--- src/rtl/tslm_pkg.sv ---
// Shared types and constants for the two-way sorted line merge.
package tslm_pkg;

    localparam int LINE_BYTES_DEF  = 64;
    localparam int QUEUE_DEPTH_DEF = 4;
    localparam int KEY_W           = 7;
    localparam logic [KEY_W-1:0] KEY_LEN_RST = 7'd64;
    localparam logic [7:0] NEWLINE = 8'd10;

    localparam logic KIND_DATA = 1'b0;
    localparam logic KIND_END  = 1'b1;

    typedef struct packed {
        logic       kind;
        logic       port;
        logic [7:0] data;
        logic       is_nl;
    } t_item;

endpackage

--- src/rtl/two_way_sorted_line_merge_core.sv ---
// Top level of the two-way sorted line merge: input queue and merge sequencer.
// Merges two sorted byte streams line by line. A line closes at a newline (kept), at
// LINE_BYTES bytes, or when its port ends; once each port holds a complete line or has
// ended, the line with the smaller key (first key_len bytes, unsigned, ties to port 0)
// is sent byte by byte with tlast on its final byte. An input transaction that causes no
// output passes through the sequencer's fetch, buffer update and merge check steps. A line
// emission adds a selection step, a read and a compare step per compared key byte when both
// ports hold a line (plus a final check when the whole key ties), a read and a write step per
// line byte and any wait of the output for tready; a line that goes out before its transaction
// is applied skips the merge check. The single sequencer steps through the line buffer memory
// one registered read at a time. A queue of QUEUE_DEPTH transactions in front of it and a
// registered output keep both sides flowing.
module two_way_sorted_line_merge_core #(
    parameter int LINE_BYTES  = tslm_pkg::LINE_BYTES_DEF,
    parameter int QUEUE_DEPTH = tslm_pkg::QUEUE_DEPTH_DEF
) (
    input  logic                       i_clk,
    input  logic                       i_rst_n,
    input  logic                       s_axis_tvalid,
    output logic                       s_axis_tready,
    input  logic [7:0]                 s_axis_tdata,   // [7:0] data_byte
    input  logic [1:0]                 s_axis_tuser,   // [0] kind, [1] port
    output logic                       m_axis_tvalid,
    input  logic                       m_axis_tready,
    output logic [7:0]                 m_axis_tdata,   // [7:0] out_byte
    output logic                       m_axis_tuser,   // [0] from_port
    output logic                       m_axis_tlast,
    input  logic                       i_cfg_we,
    input  logic [tslm_pkg::KEY_W-1:0] i_cfg_wdata
);
    import tslm_pkg::*;

    logic  item_valid;
    logic  item_ready;
    t_item item;

    tslm_front #(
        .DEPTH (QUEUE_DEPTH)
    ) u_front (
        .i_clk        (i_clk),
        .i_rst_n      (i_rst_n),
        .i_valid      (s_axis_tvalid),
        .o_ready      (s_axis_tready),
        .i_kind       (s_axis_tuser[0]),
        .i_port       (s_axis_tuser[1]),
        .i_data       (s_axis_tdata),
        .o_item_valid (item_valid),
        .i_item_ready (item_ready),
        .o_item       (item)
    );

    tslm_back #(
        .LINE_BYTES (LINE_BYTES)
    ) u_back (
        .i_clk        (i_clk),
        .i_rst_n      (i_rst_n),
        .i_item_valid (item_valid),
        .o_item_ready (item_ready),
        .i_item       (item),
        .i_cfg_we     (i_cfg_we),
        .i_cfg_wdata  (i_cfg_wdata),
        .o_out_valid  (m_axis_tvalid),
        .i_out_ready  (m_axis_tready),
        .o_out_byte   (m_axis_tdata),
        .o_out_port   (m_axis_tuser),
        .o_out_last   (m_axis_tlast)
    );

endmodule

--- src/rtl/tslm_front.sv ---
// Input queue: accepts stream transactions, classifies them and buffers them for the back end.
module tslm_front #(
    parameter int DEPTH = tslm_pkg::QUEUE_DEPTH_DEF
) (
    input  logic           i_clk,
    input  logic           i_rst_n,
    input  logic           i_valid,
    output logic           o_ready,
    input  logic           i_kind,
    input  logic           i_port,
    input  logic [7:0]     i_data,
    output logic           o_item_valid,
    input  logic           i_item_ready,
    output tslm_pkg::t_item o_item
);
    import tslm_pkg::*;

    localparam int PW = (DEPTH > 1) ? $clog2(DEPTH) : 1;
    localparam int CW = $clog2(DEPTH + 1);
    localparam logic [PW-1:0] PTR_LAST = PW'(DEPTH - 1);
    localparam logic [CW-1:0] CNT_FULL = CW'(DEPTH);

    t_item          r_q [DEPTH];
    logic [PW-1:0]  r_wr_ptr;
    logic [PW-1:0]  r_rd_ptr;
    logic [CW-1:0]  r_count;
    logic           push;
    logic           pop;
    t_item          in_item;

    always_comb begin
        in_item.kind  = i_kind;
        in_item.port  = i_port;
        in_item.data  = i_data;
        in_item.is_nl = (i_kind == KIND_DATA) && (i_data == NEWLINE);
    end

    assign o_ready      = (r_count != CNT_FULL);
    assign o_item_valid = (r_count != '0);
    assign o_item       = r_q[r_rd_ptr];
    assign push         = i_valid && o_ready;
    assign pop          = o_item_valid && i_item_ready;

    always_ff @(posedge i_clk) begin
        if (push) begin
            r_q[r_wr_ptr] <= in_item;
        end
    end

    always_ff @(posedge i_clk) begin
        if (!i_rst_n) begin
            r_wr_ptr <= '0;
            r_rd_ptr <= '0;
            r_count  <= '0;
        end else begin
            if (push) begin
                r_wr_ptr <= (r_wr_ptr == PTR_LAST) ? '0 : r_wr_ptr + PW'(1);
            end
            if (pop) begin
                r_rd_ptr <= (r_rd_ptr == PTR_LAST) ? '0 : r_rd_ptr + PW'(1);
            end
            unique case ({push, pop})
                2'b10:   r_count <= r_count + CW'(1);
                2'b01:   r_count <= r_count - CW'(1);
                default: r_count <= r_count;
            endcase
        end
    end

endmodule

--- src/rtl/tslm_back.sv ---
// Merge sequencer: line buffers, key compare, byte emission and output register.
module tslm_back #(
    parameter int LINE_BYTES = tslm_pkg::LINE_BYTES_DEF
) (
    input  logic                       i_clk,
    input  logic                       i_rst_n,
    input  logic                       i_item_valid,
    output logic                       o_item_ready,
    input  tslm_pkg::t_item            i_item,
    input  logic                       i_cfg_we,
    input  logic [tslm_pkg::KEY_W-1:0] i_cfg_wdata,
    output logic                       o_out_valid,
    input  logic                       i_out_ready,
    output logic [7:0]                 o_out_byte,
    output logic                       o_out_port,
    output logic                       o_out_last
);
    import tslm_pkg::*;

    localparam int IW    = (LINE_BYTES > 1) ? $clog2(LINE_BYTES) : 1;
    localparam int LW    = $clog2(LINE_BYTES + 1);
    localparam int AW    = IW + 1;
    localparam int DEPTH = 2 << IW;
    localparam logic [LW-1:0]    LEN_MAX  = LW'(LINE_BYTES);
    localparam logic [KEY_W-1:0] KEY_MAX  = KEY_W'(LINE_BYTES);

    typedef enum logic [2:0] {
        S_IDLE, S_APPLY, S_CHK, S_SEL, S_CMP_RD, S_CMP_EV, S_EMIT_RD, S_EMIT_WR
    } t_state;

    t_state            r_state;
    t_item             r_item;
    logic              r_pend;
    logic              r_post;
    logic              r_win;
    logic [LW-1:0]     r_idx;
    logic [LW-1:0]     r_len [2];
    logic [1:0]        r_cmpl;
    logic [1:0]        r_end;
    logic [KEY_W-1:0]  r_key_len;
    logic              r_out_valid;
    logic [7:0]        r_out_byte;
    logic              r_out_port;
    logic              r_out_last;
    logic [7:0]        r_mem [DEPTH];
    logic [7:0]        r_rd0;
    logic [7:0]        r_rd1;

    logic              ready_now;
    logic [LW-1:0]     key_n;
    logic [AW-1:0]     rd_addr0;
    logic [AW-1:0]     rd_addr1;
    logic [AW-1:0]     wr_addr;
    logic [7:0]        key0;
    logic [7:0]        key1;
    logic              ap_p;
    logic [LW-1:0]     ap_len;
    logic [LW-1:0]     ap_len_inc;
    logic              wr_ok;
    logic              mem_we;
    logic [LW-1:0]     idx_inc;
    logic              emit_last;
    logic              emitting;
    logic              out_free;

    always_comb begin
        ready_now  = (r_cmpl[0] | r_end[0]) & (r_cmpl[1] | r_end[1]) & (r_cmpl[0] | r_cmpl[1]);
        key_n      = (r_key_len > KEY_MAX) ? LEN_MAX : LW'(r_key_len);
        emitting   = (r_state == S_EMIT_RD) || (r_state == S_EMIT_WR);
        rd_addr0   = {(emitting ? r_win : 1'b0), r_idx[IW-1:0]};
        rd_addr1   = {1'b1, r_idx[IW-1:0]};
        key0       = (r_idx < r_len[0]) ? r_rd0 : 8'd0;
        key1       = (r_idx < r_len[1]) ? r_rd1 : 8'd0;
        ap_p       = r_item.port;
        ap_len     = r_len[ap_p];
        ap_len_inc = ap_len + LW'(1);
        wr_ok      = (r_item.kind == KIND_DATA) && !r_end[ap_p] && !r_cmpl[ap_p]
                     && (ap_len < LEN_MAX);
        mem_we     = (r_state == S_APPLY) && wr_ok;
        wr_addr    = {ap_p, ap_len[IW-1:0]};
        idx_inc    = r_idx + LW'(1);
        emit_last  = (idx_inc == r_len[r_win]);
        out_free   = !r_out_valid || i_out_ready;
    end

    assign o_item_ready = (r_state == S_IDLE);
    assign o_out_valid  = r_out_valid;
    assign o_out_byte   = r_out_byte;
    assign o_out_port   = r_out_port;
    assign o_out_last   = r_out_last;

    always_ff @(posedge i_clk) begin
        if (mem_we) begin
            r_mem[wr_addr] <= r_item.data;
        end
        r_rd0 <= r_mem[rd_addr0];
        r_rd1 <= r_mem[rd_addr1];
    end

    always_ff @(posedge i_clk) begin
        if (!i_rst_n) begin
            r_state     <= S_IDLE;
            r_pend      <= 1'b0;
            r_post      <= 1'b0;
            r_win       <= 1'b0;
            r_idx       <= '0;
            r_len[0]    <= '0;
            r_len[1]    <= '0;
            r_cmpl      <= '0;
            r_end       <= '0;
            r_key_len   <= KEY_LEN_RST;
            r_out_valid <= 1'b0;
        end else begin
            if (i_cfg_we) begin
                r_key_len <= i_cfg_wdata;
            end
            if (r_out_valid && i_out_ready && (r_state != S_EMIT_WR)) begin
                r_out_valid <= 1'b0;
            end
            unique case (r_state)
                S_IDLE: begin
                    if (i_item_valid) begin
                        r_item <= i_item;
                        if (ready_now) begin
                            r_pend  <= 1'b1;
                            r_post  <= 1'b0;
                            r_state <= S_SEL;
                        end else begin
                            r_pend  <= 1'b0;
                            r_post  <= 1'b1;
                            r_state <= S_APPLY;
                        end
                    end
                end
                S_APPLY: begin
                    if (r_item.kind == KIND_END) begin
                        if (!r_end[ap_p]) begin
                            if ((ap_len != '0) && !r_cmpl[ap_p]) begin
                                r_cmpl[ap_p] <= 1'b1;
                            end
                            r_end[ap_p] <= 1'b1;
                        end
                    end else if (wr_ok) begin
                        r_len[ap_p] <= ap_len_inc;
                        if (r_item.is_nl || (ap_len_inc == LEN_MAX)) begin
                            r_cmpl[ap_p] <= 1'b1;
                        end
                    end
                    r_state <= r_post ? S_CHK : S_IDLE;
                end
                S_CHK: begin
                    if (ready_now) begin
                        r_pend  <= 1'b0;
                        r_state <= S_SEL;
                    end else begin
                        r_state <= S_IDLE;
                    end
                end
                S_SEL: begin
                    r_idx <= '0;
                    if (r_cmpl[0] && r_cmpl[1]) begin
                        r_state <= S_CMP_RD;
                    end else begin
                        r_win   <= !r_cmpl[0];
                        r_state <= S_EMIT_RD;
                    end
                end
                S_CMP_RD: begin
                    if (r_idx == key_n) begin
                        r_win   <= 1'b0;
                        r_idx   <= '0;
                        r_state <= S_EMIT_RD;
                    end else begin
                        r_state <= S_CMP_EV;
                    end
                end
                S_CMP_EV: begin
                    priority if (key1 < key0) begin
                        r_win   <= 1'b1;
                        r_idx   <= '0;
                        r_state <= S_EMIT_RD;
                    end else if (key1 > key0) begin
                        r_win   <= 1'b0;
                        r_idx   <= '0;
                        r_state <= S_EMIT_RD;
                    end else begin
                        r_idx   <= idx_inc;
                        r_state <= S_CMP_RD;
                    end
                end
                S_EMIT_RD: begin
                    r_state <= S_EMIT_WR;
                end
                S_EMIT_WR: begin
                    if (out_free) begin
                        r_out_valid <= 1'b1;
                        r_out_byte  <= r_rd0;
                        r_out_port  <= r_win;
                        r_out_last  <= emit_last;
                        if (emit_last) begin
                            r_len[r_win]  <= '0;
                            r_cmpl[r_win] <= 1'b0;
                            r_post        <= 1'b0;
                            r_state       <= r_pend ? S_APPLY : S_IDLE;
                        end else begin
                            r_idx   <= idx_inc;
                            r_state <= S_EMIT_RD;
                        end
                    end
                end
                default: r_state <= S_IDLE;
            endcase
        end
    end

endmodule
--- config.mk ---
export PLATFORM = sky130hd
export DESIGN_NAME = two_way_sorted_line_merge_core
export DESIGN_NICKNAME = d
export VERILOG_FILES = /design/src/rtl/tslm_pkg.sv /design/src/rtl/two_way_sorted_line_merge_core.sv /design/src/rtl/tslm_front.sv /design/src/rtl/tslm_back.sv
export SDC_FILE = /design/constraint.sdc
export NUM_CORES = 1
export LEC_CHECK = 0
export BUFFER_PORTS_ARGS = -buffer_cell sky130_fd_sc_hd__buf_2
export CORE_ASPECT_RATIO = 0.6
export CORE_MARGIN = 4
export CORE_UTILIZATION = 35
export DETAILED_ROUTE_END_ITERATION = 6
export GPL_TIMING_DRIVEN = 0
export HOLD_SLACK_MARGIN = 0.08
export SETUP_SLACK_MARGIN = 0.05
export SLEW_MARGIN = 20
export SYNTH_ARGS = -nofsm -noshare
export SYNTH_HDL_FRONTEND = slang
export SYNTH_HIERARCHICAL = 1
export SYNTH_SLANG_ARGS = --single-unit
--- constraint.sdc ---
create_clock -name i_clk -period 7.59 [get_ports i_clk]
set_clock_uncertainty 0.1 [all_clocks]
set_input_delay 1.1385 -clock i_clk [delete_from_list [all_inputs] [get_ports i_clk]]
set_output_delay 1.1385 -clock i_clk [all_outputs]
set_load 0.02 [all_outputs]
==> results.md <==
* Post-synth ARST share at 0
* Largest family of logic cells by synthesized area: multiplexers
* Final design utilization at 0.405
* Area fraction in compound gates after synthesis at 0.0264
* Depth of the worst register-to-register path at 8
* Number of max-cap violations at 0
* CP top delay family: simple AND/OR/NAND/NOR gates
* Final hold violation count at 0
* Dominant cell type by area after synthesis: edfxtp_1
* Slew @ Worst Pin at about 1.2 ns
* Sequence of cells on the critical path: clkbuf_1, buf_4, mux2i_1, nand2_1, nor4_1, nand2_1, clkbuf_2, nor2_1
* Area used by multi-input combinational logic at 11200 µm²
* Cell Area, Synth at 46100 µm²
* Level count of the clock H-tree at 3
* Standard cell with the maximum stage delay on the critical path: nor2_1
* Unique cell type count in the Yosys netlist at 75
* Sum Neg Setup Slack at 0 ns
* Resize count post-CTS at 0
* Endpoint of the worst-slack reg-to-reg timing path: u_back/r_mem[120][2]$_DFFE_PP_
* Flip-flop cell with the highest count after synthesis: edfxtp_1
* Period minus WS final at approximately 4.7 ns
* Critical Path Source Type: register
* Number of buffers on the longest clock path at 3
* Share of final-layout standard cells stronger than drive strength 1 at 0.249
* Fraction of the yosys area taken by sequential cells at 0.741
* Drt first-iter violations at 3332
* Standard cell area after detailed placement at slightly below 50000 µm²
* Number of enable flip-flop cells after synthesis at between 1000 and 1500
* XOR/XNOR share of the synthesized area at 0.00380
* Area of the core region at ~130000 µm²
* Critical Path Sink Type: register
* Yosys warnings at 6
* Worst rel slew slack at 0.225
* Top-level port count at 34
* Die Outline Area at around 140000 µm²
* Min-Delay Path Class: register to register
* Clock tree sinks at around 1200
* Syn Area/Cell at 20.0 µm²
* Largest net degree at the start of global routing at 29
* Setup fix buffers added after clock tree synthesis at 0
* Area Overhead vs Synth at 14.0%
* Worst-Skew Late Latency at between 0.7 and 0.8 ns
* Max Clk Rate at 213 MHz
* Status: finished clean
* Hold Crit Depth at 0
* Number of buffers created by CTS at between 90 and 100
* Crit path buf inv count at 3
* Final-layout fill cell count at 11367
* TritonCTS clock tree: done
* Type of the worst setup path: register to register
* Number of optimization iterations in the first detailed-route pass at 5
* Peak fanout along the critical path at 10
* Starting utilization of the core area at 0.355
* Via-to-Cell Ratio at 5.73
* Remaining antenna violation count at 0
* Area contributors post-synth: edfxtp_1 (72%), mux4_2 (15%), dfxtp_1 (2.3%)
* Post-synthesis mux area share at 0.164
* Post-route cell area at 52600 µm²
* Worst reg2reg setup slack at about 2.9 ns
* Required time worst endpoint at roughly 8 ns
* Power density over cell area at about 270 nW/µm²
* Gpl congestion at between 0.9 and 1
* Portion of the clock cycle consumed by the worst path in the final layout at 0.618
* Global-route wire length before repair at between 150 and 200 mm
* Share of synthesized cell area in and, or, nand and nor gates at 0.0404
* Port buffer count at 32
* Chip Width at 477 µm
* Unrepaired setup endpoints after global routing: no
* Combined global-route utilization of all metal layers at 0.182
* Area share of fa/ha/maj cells after synthesis at 0.00831
* Placement Rows at between 100 and 150
* Min-delay src: u_back/r_rd0[5]$_DFF_P_
* Worst path most repeated cell: nand2_1
* Clock tree root buffer cell: clkbuf_16
* Clk slew on worst S/H paths at 0.07 ns
* Largest voltage drop on the vdd net at ~0.17 mV
* Count of endpoints failing setup in the final report at 0
* Count of hold buffers inserted by post-cts repair at 0
* Synthesized flop and latch total at 1155
* Final Net Count at 2544
* Total area of sequential cells at between 30000 and 40000 µm²
* Hold Path End: u_back/o_out_byte[5]$_DFFE_PP_
* Antenna Diode Count at 0
* Via count of the first global-routing pass at 23658
* Average wire length per cell after detail routing at slightly below 30 µm
* Residual overflow from global routing at 0
* Leakage dissipation at between 15 and 20 nW
* Residual DRC count at 0
* Post-synth net total at roughly 2400
* Biggest cell delay along the critical path at between 0.9 and 1 ns
* Number of pins with negative max-slew slack in the final report at 0
* Data arrival time of the critical path at about 5 ns
* Vert. Die Dim at roughly 290 µm
* Initial antenna violation count at 8
* Total wire length at ~130 mm
* Syn Inst Count at 2310
* Post-DP HPWL at about 89 mm
* Area share of the largest cell type after synthesis at 0.719
* Number of vias after detailed routing at about 25000
[per-layer routing]
metal  up-vias  track usage  part of all wire
met5         -            0                 0
met4         0       0.0398             0.020
met3       174       0.0618              0.13
met2      1469        0.242              0.40
met1     13145        0.286              0.45
li1       9838            -                 -
[layout make-up]
| type | instances | area share |
|---|---|---|
| Clock buffer | 121 | 0.0489 |
| Timing Repair Buffer | 82 | 0.0174 |
| Buffer | 120 | 0.0118 |
| Tap cell | 1716 | 0.0409 |
| Inverter | 29 | 0.00207 |
| Clock inverter | 65 | 0.0154 |
| Sequential cell | 1155 | 0.650 |
| Multi-Input combinational cell | 1006 | 0.214 |
[Yosys cell counts, types with 7 or more instances]
library cell,n
edfxtp_1,1103
mux4_2,298
nor2_1,173
nand2_1,74
mux2i_1,64
clkbuf_1,52
dfxtp_1,52
a21oi_1,38
buf_2,37
ha_1,29
inv_1,29
a211oi_1,27
o21ai_0,27
nand3_1,25
nor2b_1,25
mux2_2,19
buf_4,18
nor3_1,17
nand2b_1,16
o22ai_1,13
xnor2_1,12
a21o_1,9
o211ai_1,9
and2_1,8
and3_1,8
buf_1,8
nand3b_1,8
xor2_1,8
a22oi_1,7
nor4_1,7
o21ai_1,7
[worst max path at each step]
stage | to | slack (ns) | cells after the start
after floorplan | register | 4.11 | 16
after global placement | u_back/r_mem[120][3]$_DFFE_PP_ | 2.85 | 8
after detailed placement | u_back/r_mem[120][4]$_DFFE_PP_ | 3.05 | 8
after CTS | u_back/r_mem[24][2]$_DFFE_PP_ | 3.04 | 8
after global routing | register | 2.72 | 15
final | u_back/r_mem[120][2]$_DFFE_PP_ | 2.90 | 8
[cell usage in the layout, fill, tap and decap left out, drive strengths merged, types with 11 or more instances in the layout]
master,n
bufinv,14
nand2b,16
mux4,298
clkinv,43
buf,150
inv,31
nor2,173
nand2,74
o21ai,35
nor2b,25
nor3,17
o22ai,13
ha,29
dfxtp,52
nand3,26
a211oi,27
a21oi,38
edfxtp,1103
clkbuf,173
xnor2,12
mux2,20
and3,11
mux2i,64
[sequential cells by signal, summed over array words and instances (netlist names), 2 cells and up, named ones only]
| name | cells |
|---|---|
| u_front/r_wr_ptr | 2 |
| u_back/r_state | 3 |
| u_back/r_rd1 | 8 |
| u_back/r_cmpl | 2 |
| u_back/r_mem | 1024 |
| u_back/o_out_byte | 8 |
| u_front/r_q | 44 |
| u_front/r_count | 3 |
| u_back/r_idx | 7 |
| u_front/r_rd_ptr | 2 |
| u_back/r_item | 10 |
| u_back/r_key_len | 7 |
| u_back/r_end | 2 |
| u_back/r_len | 14 |
| u_back/r_rd0 | 8 |
[report_power, final]
part           internal [mW]  switching, mW
clock network           2.92           2.36
registers               7.53          0.113
logic                  0.417          0.951
[stage by stage]
stage          hold slack, ns  setup slack, ns  std cells  total power, mW
6_report                0.394             2.90       4294             14.3
5_1_grt                 0.394             2.72       4294             14.8
4_1_cts                 0.386             3.04       4292             14.4
3_5_place_dp            0.363             3.05       4106             9.13
3_3_place_gp            0.352             2.85       4058             8.93
2_1_floorplan           0.308             4.11       2310             8.42
[cells by family after synthesis]
logic type | Yosys count
XOR/XNOR | 20
AND/OR/NAND/NOR | 393
multiplexers | 382
adder cells (fa/ha/maj) | 30
AO/OA/AOI/OAI | 181
flip-flops | 1155
buffers and inverters | 149
Power figures use the tool's default switching activity.
